[src/design/texture_tile_swizzle_addresser_assert.svh]
// Assertion macros for the tiled texture addresser.
`ifndef TEXTURE_TILE_SWIZZLE_ADDRESSER_ASSERT_SVH
`define TEXTURE_TILE_SWIZZLE_ADDRESSER_ASSERT_SVH

`ifndef ASSERT_OFF
`define TTSA_ASSERT(lbl, prop) \
  lbl: assert property (@(posedge clk_i) disable iff (!rst_ni) (prop)) \
    else $error("ttsa assertion failed");
`define TTSA_ASSERT_NEXT(lbl, ante, cons) \
  lbl: assert property (@(posedge clk_i) disable iff (!rst_ni) (ante) |=> (cons)) \
    else $error("ttsa assertion failed");
`else
`define TTSA_ASSERT(lbl, prop)
`define TTSA_ASSERT_NEXT(lbl, ante, cons)
`endif

`endif

[src/design/ttsa_pkg.sv]
// Types and constants shared by the tiled texture addresser.
`timescale 1ns / 1ps
package ttsa_pkg;

  localparam int unsigned MAX_DIM = 1024;
  localparam int unsigned DIM_W   = 11;

  localparam logic [3:0] FMT_I4  = 4'd2;
  localparam logic [3:0] FMT_32  = 4'd3;
  localparam logic [3:0] FMT_8_A = 4'd4;
  localparam logic [3:0] FMT_8_B = 4'd6;
  localparam logic [3:0] FMT_8_C = 4'd8;

  localparam logic [1:0] REG_FORMAT = 2'd0;
  localparam logic [1:0] REG_WIDTH  = 2'd1;
  localparam logic [1:0] REG_HEIGHT = 2'd2;
  localparam logic [1:0] REG_SWAP   = 2'd3;

  localparam logic [21:0] GB_OFFSET = 22'h20;

  typedef enum logic [1:0] {
    MODE_32 = 2'd0,
    MODE_16 = 2'd1,
    MODE_8  = 2'd2
  } mode_e;

  typedef struct packed {
    logic [9:0]  texel_x;
    logic [9:0]  texel_y;
    logic [31:0] texel_value;
  } texel_t;

  typedef struct packed {
    logic [21:0] dest_addr;
    logic [15:0] write_data;
    logic [1:0]  byte_count;
    logic        last_of_run;
  } result_t;

  typedef struct packed {
    logic [3:0]       texture_format;
    logic [DIM_W-1:0] image_width;
    logic [DIM_W-1:0] image_height;
    logic             endian_swap;
  } cfg_t;

  typedef struct packed {
    mode_e       mode;
    logic [21:0] addr0;
    logic [21:0] addr1;
    logic [15:0] data0;
    logic [15:0] data1;
  } pipe_out_t;

endpackage

[src/design/ttsa_pipe.sv]
// Three-stage address pipeline: capture, decode and tiles, band product.
`timescale 1ns / 1ps
module ttsa_pipe (
  input  logic               clk_i,
  input  logic               rst_ni,
  input  ttsa_pkg::cfg_t     cfg_i,
  input  logic               in_valid_i,
  output logic               in_ready_o,
  input  ttsa_pkg::texel_t   in_data_i,
  output logic               out_valid_o,
  input  logic               out_ready_i,
  output ttsa_pkg::pipe_out_t out_o
);
  import ttsa_pkg::*;

  // stage A: captured texel
  logic   a_valid_q;
  texel_t a_data_q;
  logic   a_ready;

  // stage B: decoded
  logic        b_valid_q, b_valid_d, b_ready;
  mode_e       b_mode_q, b_mode_d;
  logic [7:0]  b_band_q;
  logic [8:0]  b_tiles_q, b_tiles_d;
  logic [7:0]  b_xtile_q, b_xtile_d;
  logic [5:0]  b_inner_q, b_inner_d;
  logic [15:0] b_d0_q, b_d0_d, b_d1_q;

  // stage C: band * tiles
  logic        c_valid_q, c_ready;
  mode_e       c_mode_q;
  logic [16:0] c_prod_q;
  logic [7:0]  c_xtile_q;
  logic [5:0]  c_inner_q;
  logic [15:0] c_d0_q, c_d1_q;

  logic [DIM_W-1:0] w_sat, h_sat, w_p3, w_p7;
  logic [16:0]      tile;
  logic [21:0]      addr0;

  assign c_ready    = !c_valid_q || out_ready_i;
  assign b_ready    = !b_valid_q || c_ready;
  assign a_ready    = !a_valid_q || b_ready;
  assign in_ready_o = a_ready;

  always_ff @(posedge clk_i or negedge rst_ni) begin
    if (!rst_ni) begin
      a_valid_q <= 1'b0;
      b_valid_q <= 1'b0;
      c_valid_q <= 1'b0;
    end else begin
      if (a_ready) a_valid_q <= in_valid_i;
      if (b_ready) b_valid_q <= b_valid_d;
      if (c_ready) c_valid_q <= b_valid_q;
    end
  end

  always_ff @(posedge clk_i) begin
    if (a_ready) a_data_q <= in_data_i;
  end

  // decode
  always_comb begin
    w_sat = (cfg_i.image_width > DIM_W'(MAX_DIM)) ? DIM_W'(MAX_DIM) : cfg_i.image_width;
    h_sat = (cfg_i.image_height > DIM_W'(MAX_DIM)) ? DIM_W'(MAX_DIM) : cfg_i.image_height;
    w_p3  = w_sat + DIM_W'(3);
    w_p7  = w_sat + DIM_W'(7);

    priority if (cfg_i.texture_format == FMT_32) begin
      b_mode_d = MODE_32;
    end else if (cfg_i.texture_format == FMT_8_A || cfg_i.texture_format == FMT_8_B ||
                 cfg_i.texture_format == FMT_8_C) begin
      b_mode_d = MODE_8;
    end else begin
      b_mode_d = MODE_16;
    end

    b_valid_d = a_valid_q && (cfg_i.texture_format != FMT_I4) &&
                ({1'b0, a_data_q.texel_x} < w_sat) && ({1'b0, a_data_q.texel_y} < h_sat);

    if (b_mode_d == MODE_8) begin
      b_tiles_d = {1'b0, w_p7[10:3]};
      b_xtile_d = {1'b0, a_data_q.texel_x[9:3]};
      b_inner_d = {1'b0, a_data_q.texel_y[1:0], a_data_q.texel_x[2:0]};
    end else begin
      b_tiles_d = w_p3[10:2];
      b_xtile_d = a_data_q.texel_x[9:2];
      b_inner_d = {1'b0, a_data_q.texel_y[1:0], a_data_q.texel_x[1:0], 1'b0};
    end

    unique case (b_mode_d)
      MODE_32: b_d0_d = {a_data_q.texel_value[31:24], a_data_q.texel_value[7:0]};
      MODE_8:  b_d0_d = {8'h00, a_data_q.texel_value[7:0]};
      default: b_d0_d = cfg_i.endian_swap ?
                        {a_data_q.texel_value[7:0], a_data_q.texel_value[15:8]} :
                        a_data_q.texel_value[15:0];
    endcase
  end

  always_ff @(posedge clk_i) begin
    if (b_ready) begin
      b_mode_q  <= b_mode_d;
      b_band_q  <= a_data_q.texel_y[9:2];
      b_tiles_q <= b_tiles_d;
      b_xtile_q <= b_xtile_d;
      b_inner_q <= b_inner_d;
      b_d0_q    <= b_d0_d;
      b_d1_q    <= {a_data_q.texel_value[15:8], a_data_q.texel_value[23:16]};
    end
    if (c_ready) begin
      c_mode_q  <= b_mode_q;
      c_prod_q  <= 17'(b_band_q) * 17'(b_tiles_q);
      c_xtile_q <= b_xtile_q;
      c_inner_q <= b_inner_q;
      c_d0_q    <= b_d0_q;
      c_d1_q    <= b_d1_q;
    end
  end

  // tile base plus in-tile offset; offset stays below the tile size
  always_comb begin
    tile  = c_prod_q + 17'(c_xtile_q);
    addr0 = (c_mode_q == MODE_32) ? 22'({tile, 6'b0}) : 22'({tile, 5'b0});
    addr0 = addr0 | 22'(c_inner_q);
  end

  assign out_valid_o = c_valid_q;
  assign out_o.mode  = c_mode_q;
  assign out_o.addr0 = addr0;
  assign out_o.addr1 = addr0 | GB_OFFSET;
  assign out_o.data0 = c_d0_q;
  assign out_o.data1 = c_d1_q;

endmodule

[src/design/texture_tile_swizzle_addresser.sv]
// Top level of the tiled texture addresser: registers, pipeline, result stage.
//
// Input channel (in_valid_i/in_ready_o/in_data_i) takes one texel (x, y, value)
// per transfer. Output channel (out_valid_o/out_ready_i/out_data_o) gives the
// byte writes into the tiled buffer: two per texel in 32-bit mode (alpha-red,
// then green-blue 0x20 bytes on), one in 16-bit and 8-bit modes, none for the
// 4-bit format or for texels outside the image.
// A texel passes the capture, decode and band-times-tiles product registers
// and then the result register before its result is offered.
// In 16-bit and 8-bit modes one texel per cycle is taken while the receiver
// is ready; in 32-bit mode the single result register emits both halves of a
// texel before the next. Dropped texels pass as bubbles and write nothing.
// Reset clears all valid bits and loads the registers with format 32-bit,
// 1024 x 1024, no byte swap. When the receiver stalls, the result register
// holds and the pipeline fills; in_ready_o falls once every stage is full, and
// nothing is lost or repeated. The user must write the registers over the APB
// port only while the block is idle; the block itself does not enforce this.
`timescale 1ns / 1ps
`include "texture_tile_swizzle_addresser_assert.svh"
module texture_tile_swizzle_addresser (
  input  logic              clk_i,
  input  logic              rst_ni,
  input  logic              psel,
  input  logic              penable,
  input  logic              pwrite,
  input  logic [3:0]        paddr,
  input  logic [31:0]       pwdata,
  output logic [31:0]       prdata,
  output logic              pready,
  input  logic              in_valid_i,
  output logic              in_ready_o,
  input  ttsa_pkg::texel_t  in_data_i,
  output logic              out_valid_o,
  input  logic              out_ready_i,
  output ttsa_pkg::result_t out_data_o
);
  import ttsa_pkg::*;

  cfg_t cfg_q;
  logic reg_wr;

  logic      pipe_valid, pipe_ready;
  pipe_out_t pipe_out;

  logic        o_valid_q, o_phase_q;
  mode_e       o_mode_q;
  logic [21:0] o_addr0_q, o_addr1_q;
  logic [15:0] o_d0_q, o_d1_q;
  logic        o_last, out_xfer;

  assign pready = 1'b1;
  assign reg_wr = psel && penable && pwrite && pready;

  always_ff @(posedge clk_i or negedge rst_ni) begin
    if (!rst_ni) begin
      cfg_q.texture_format <= FMT_32;
      cfg_q.image_width    <= DIM_W'(MAX_DIM);
      cfg_q.image_height   <= DIM_W'(MAX_DIM);
      cfg_q.endian_swap    <= 1'b0;
    end else if (reg_wr) begin
      unique case (paddr[3:2])
        REG_FORMAT: cfg_q.texture_format <= pwdata[3:0];
        REG_WIDTH:  cfg_q.image_width    <= pwdata[DIM_W-1:0];
        REG_HEIGHT: cfg_q.image_height   <= pwdata[DIM_W-1:0];
        REG_SWAP:   cfg_q.endian_swap    <= pwdata[0];
        default:    ;
      endcase
    end
  end

  always_comb begin
    unique case (paddr[3:2])
      REG_FORMAT: prdata = 32'(cfg_q.texture_format);
      REG_WIDTH:  prdata = 32'(cfg_q.image_width);
      REG_HEIGHT: prdata = 32'(cfg_q.image_height);
      REG_SWAP:   prdata = 32'(cfg_q.endian_swap);
      default:    prdata = '0;
    endcase
  end

  ttsa_pipe u_pipe (
    .clk_i       (clk_i),
    .rst_ni      (rst_ni),
    .cfg_i       (cfg_q),
    .in_valid_i  (in_valid_i),
    .in_ready_o  (in_ready_o),
    .in_data_i   (in_data_i),
    .out_valid_o (pipe_valid),
    .out_ready_i (pipe_ready),
    .out_o       (pipe_out)
  );

  // result stage: second half of a 32-bit texel follows the first
  assign o_last     = (o_mode_q != MODE_32) || o_phase_q;
  assign out_xfer   = o_valid_q && out_ready_i;
  assign pipe_ready = !o_valid_q || (out_ready_i && o_last);

  always_ff @(posedge clk_i or negedge rst_ni) begin
    if (!rst_ni) begin
      o_valid_q <= 1'b0;
      o_phase_q <= 1'b0;
    end else if (pipe_ready) begin
      o_valid_q <= pipe_valid;
      o_phase_q <= 1'b0;
    end else if (out_xfer) begin
      o_phase_q <= 1'b1;
    end
  end

  always_ff @(posedge clk_i) begin
    if (pipe_ready) begin
      o_mode_q  <= pipe_out.mode;
      o_addr0_q <= pipe_out.addr0;
      o_addr1_q <= pipe_out.addr1;
      o_d0_q    <= pipe_out.data0;
      o_d1_q    <= pipe_out.data1;
    end
  end

  assign out_valid_o            = o_valid_q;
  assign out_data_o.dest_addr   = o_phase_q ? o_addr1_q : o_addr0_q;
  assign out_data_o.write_data  = o_phase_q ? o_d1_q : o_d0_q;
  assign out_data_o.byte_count  = (o_mode_q == MODE_8) ? 2'd1 : 2'd2;
  assign out_data_o.last_of_run = o_last;

  `TTSA_ASSERT(a_single_byte_last, !(out_valid_o && out_data_o.byte_count == 2'd1) || out_data_o.last_of_run)
  `TTSA_ASSERT(a_phase_only_32, !o_phase_q || !o_valid_q || o_mode_q == MODE_32)
  `TTSA_ASSERT_NEXT(a_second_half_follows, out_xfer && !o_last, out_valid_o && o_phase_q)
  `TTSA_ASSERT_NEXT(a_gb_offset, out_xfer && !o_last, out_data_o.dest_addr == 22'($past(out_data_o.dest_addr) + GB_OFFSET))

endmodule
[config.mk]
export PLATFORM = sky130hd
export DESIGN_NAME = texture_tile_swizzle_addresser
export DESIGN_NICKNAME = d
export VERILOG_FILES = /design/src/design/ttsa_pkg.sv /design/src/design/ttsa_pipe.sv /design/src/design/texture_tile_swizzle_addresser.sv
export VERILOG_INCLUDE_DIRS = /design/src /design/src/design
export SDC_FILE = /design/constraint.sdc
export NUM_CORES = 1
export LEC_CHECK = 0
export ABC_CLOCK_PERIOD_IN_PS = 15200
export BUFFER_PORTS_ARGS = -buffer_cell sky130_fd_sc_hd__buf_4
export CAP_MARGIN = 10
export CELL_PAD_IN_SITES_DETAIL_PLACEMENT = 1
export CELL_PAD_IN_SITES_GLOBAL_PLACEMENT = 1
export CORE_MARGIN = 10
export CORE_UTILIZATION = 45
export DETAILED_ROUTE_END_ITERATION = 6
export GPL_TIMING_DRIVEN = 0
export PLACE_DENSITY_LB_ADDON = 0.1
export SKIP_CTS_REPAIR_TIMING = 1
export SYNTH_ARGS = -nofsm -noshare
export SYNTH_HDL_FRONTEND = slang
export SYNTH_HIERARCHICAL = 1
export SYNTH_SLANG_ARGS = --single-unit
[constraint.sdc]
create_clock -name clk_i -period 15.2 [get_ports clk_i]
set_input_delay 0.76 -clock clk_i [delete_from_list [all_inputs] [get_ports clk_i]]
set_output_delay 0.76 -clock clk_i [all_outputs]
set_load 0.01 [all_outputs]
==> key figures <==
Outcome
  • Status: completed

Logic synthesis
  • Yosys warning count: 6
  • EDFF count, synth: between 200 and 300
  • Cells after synthesis: 1034
  • Ys async rst share: 0.110
  • Post-Synthesis Cell Area: between 10000 and 15000 µm²
  • Library cells used by synthesis: 73
  • Register area share after synthesis: 0.591
  • Synth Area in Adders: 0.114
  • Synth Area in Simple Gates: 0.0910
  • Number of synthesized register bits: 290
  • Synth Area per Inst: between 10 and 15 µm²
  • Main combinational cell family by area after synthesis: adder cells
  • Compound-Gate Fraction of Synth Area: 0.0578
  • Post-synthesis mux area share: 0.0822
  • Synth Flop Type: edfxtp_1
  • Post-Synth XOR/XNOR Area: 0.0127

Power
  • Clock share of power: 0.213
  • Internal power: around 2.2 mW
  • P per Cell Area: 196 nW/µm²
  • Leak: 7.24 nW
  • Reg power frac: 0.391
  • Switching power share of the total: 0.333
  • Comb pwr share: 0.396
  • Worst ir drop on vdd: about 0.09 mV
  • P_sw: between 1 and 1.5 mW

Setup path
  • Max incr delay on CP: about 0.55 ns
  • Setup crit end kind: register
  • Reg2Reg Setup Slack: roughly 10 ns
  • Critical path's slowest cell: fa_1
  • Critical path startpoint category: register
  • Most frequent CP cell: fa_1
  • Crit path max fanout: 9
  • Reg2Reg Depth: 14
  • Worst path top cell family by delay: adder cells
  • R2R Path Start: u_pipe/b_band_q[4]$_DFFE_PP_
  • Worst EP required: ~16 ns
  • Worst reg2reg path endpoint: u_pipe/c_prod_q[16]$_DFFE_PP_
  • Worst Path Arrival: roughly 5 ns
  • Cell chain of the critical path: and2_1 > fa_1 > fa_1 > inv_1 > fa_1 > fa_1 > inv_1 > ha_1 > a21o_1 > a21oi_1 > a21oi_1 > o41ai_2 > nor2_1 > a211oi_1
  • Critical path type: register to register
  • Crit path buf inv count: 2

STA
  • Final Max Slew Viols: 0
  • RSZ-0062 raised after global routing: no
  • Period utilization: 0.310
  • Setup_tns: 0 ns
  • Final hold violation count: 0
  • Tightest Pin Transition: approximately 0.9 ns
  • Fmax: 212 MHz
  • Final Hold Slack: 0.166 ns
  • Clock Skews: ~0.012 ns
  • Final setup margin: 10.49 ns
  • Final setup viols: 0
  • Slew margin rel.: 0.387
  • Tmin final: between 4 and 5 ns

Clocking
  • Clock root cell: clkbuf_16
  • Clk slew on worst S/H paths: around 0.060 ns
  • CTS Buf Count: 31
  • Maximum root-to-sink buffer count: 3
  • H-Tree Depth: 1
  • Clk sinks: 290
  • Clk_lat worst skew: between 0.5 and 0.6 ns
  • CTS tree: yes

Global route
  • Met1 Use GR: 0.207
  • Routing usage on met3: 0.0269
  • Vias in the first global route: approximately 9200
  • Initial antenna violation count: 1
  • Gr ovfl total: 0
  • Gr usage total: 0.161
  • GRT Max-Usage Layer: met2
  • First-pass GRT wire length: 50.7 mm
  • Largest net degree at the start of global routing: 66
  • GR Util met2: 0.280

Place
  • PortBufs: 123
  • Dpl hpwl: 24.4 mm
  • GPL Wtd Cong: 0.812
  • Dpl ws: ~10 ns

Routing
  • Total wire length: ~32 mm
  • Routed WL per cell: 19.5 µm
  • Vias post-DR: between 8000 and 9000
  • Post-DRT Antenna Nets: 0
  • Pre-antenna DRT Iters: 4
  • Starting DRT DRC Count: roughly 320
  • DR DRC count: 0
  • Vias per cell: 5.13

Die
  • Num ports: around 170
  • Initial Utilization: 0.458
  • Die X: between 150 and 200 µm
  • DIE AREA: around 40000 µm²
  • Die extent in y: 199 µm
  • Core Region: about 32000 µm²
  • Site row count: 65

Cells and area
  • Commonest non-fill, non-tap cells in the layout: 258 x edfxtp_1, 169 x buf_4, 69 x nand2_1
  • Finished Core Util: 0.542
  • Sequential standard cell area: between 8000 and 9000 µm²
  • Fill cells: approximately 3200
  • Layout cell share with drive strength beyond 1: 0.248
  • Multi-input gate area: 5280 µm²
  • Most common cell after layout, fill and taps aside: edfxtp_1
  • Nets: 1421
  • Area Growth Syn to Fin: 18.4%

Job
  • Max-cap check violation count: 0

Hold path
  • Worst min path class: input pin to asynchronous set/reset pin
## final cells by class
cell class | count | share of cell area
antenna | 1 | 0.000146
buffer | 73 | 0.0280
clock buffer | 39 | 0.0470
clock inverter | 18 | 0.00927
inverter | 68 | 0.0149
multi-input combinational | 623 | 0.308
sequential | 290 | 0.499
tap | 402 | 0.0293
timing repair buffer | 133 | 0.0644
## cells in the mapped netlist (all sizes together), types with 7 or more instances
library cell	count	area, µm²
edfxtp	258	7750
mux2	82	961
and2	69	432
nand2	69	259
inv	68	255
ha	63	788
buf	61	434
fa	43	861
nor2	32	120
dfrtp	28	701
a21oi	22	110
nand2b	21	131
o21ai	21	105
mux2i	18	180
xnor2	14	123
clkbuf	12	45.0
o22ai	12	75.1
o31ai	12	95.1
nand3	10	50.1
nor2b	9	58.8
nor3	9	50.1
a22o	7	61.3
xor2	7	61.3
## registers in the layout (all words and copies together) (netlist names), 2 cells and up
register and count:
u_pipe/c_d1_q 16, o_d1_q 16, u_pipe/c_inner_q 5, o_d0_q 16, o_addr0_q 22, u_pipe/c_mode_q 2, u_pipe/c_xtile_q 8, u_pipe/b_band_q 8
u_pipe/b_tiles_q 9, u_pipe/b_d0_q 16, u_pipe/b_inner_q 5, u_pipe/b_d1_q 16, o_mode_q 2, u_pipe/b_mode_q 2, u_pipe/c_prod_q 17, u_pipe/c_d0_q 16
u_pipe/b_xtile_q 8, o_addr1_q 22, cfg_q 27, u_pipe/a_data_q 52
## power groups by stage
stage | combinational [mW] | sequential (mW) | clock (mW)
finish | 1.33 | 1.31 | 0.716
global route | 1.52 | 1.34 | 0.766
CTS | 1.36 | 1.31 | 0.734
detailed placement | 1.35 | 1.33 | 0
global placement | 1.30 | 1.34 | 0
floorplan | 0.966 | 1.29 | 0
## layer usage
layer / up-vias / part of all wire
met2: 143 / 0.50
met5: - / 0
li1: 4051 / -
met4: 0 / 0.016
met3: 33 / 0.038
met1: 4223 / 0.45
## through the flow
step / instances / total power [mW] / cell area [µm²]
finish: 1647 / 3.35 / 17100
global route: 1647 / 3.62 / 17100
CTS: 1646 / 3.40 / 17100
detailed placement: 1589 / 2.67 / 16200
global placement: 1579 / 2.63 / 16000
floorplan: 1054 / 2.25 / 14600
## logic make-up (layout without fill, tap and decap cells)
logic type | Yosys count | after routing
adders and majority gates | 106 | 106
AOI/OAI and AO/OA | 122 | 122
and+or+nand+nor | 249 | 249
buffers and inverters | 141 | 331
muxes | 102 | 102
xor gates and xnor gates | 21 | 21
DFF | 290 | 290
other | 3 | 24
## how the worst max path moves through the flow
stage	from	endpoint	slack, ns	cells after the start
2_1_floorplan	out_ready_i	in_ready_o	6.30	3
3_3_place_gp	out_ready_i	u_pipe/b_valid_q$_DFFE_PN0P_	2.72	5
3_5_place_dp	u_pipe/b_band_q[4]$_DFFE_PP_	u_pipe/c_prod_q[16]$_DFFE_PP_	10.47	14
4_1_cts	u_pipe/b_band_q[4]$_DFFE_PP_	u_pipe/c_prod_q[16]$_DFFE_PP_	10.45	14
5_1_grt	u_pipe/b_band_q[4]$_DFFE_PP_	u_pipe/c_prod_q[16]$_DFFE_PP_	10.23	14
6_report	u_pipe/b_band_q[4]$_DFFE_PP_	u_pipe/c_prod_q[16]$_DFFE_PP_	10.49	14
(Power assumes the default switching activity.)
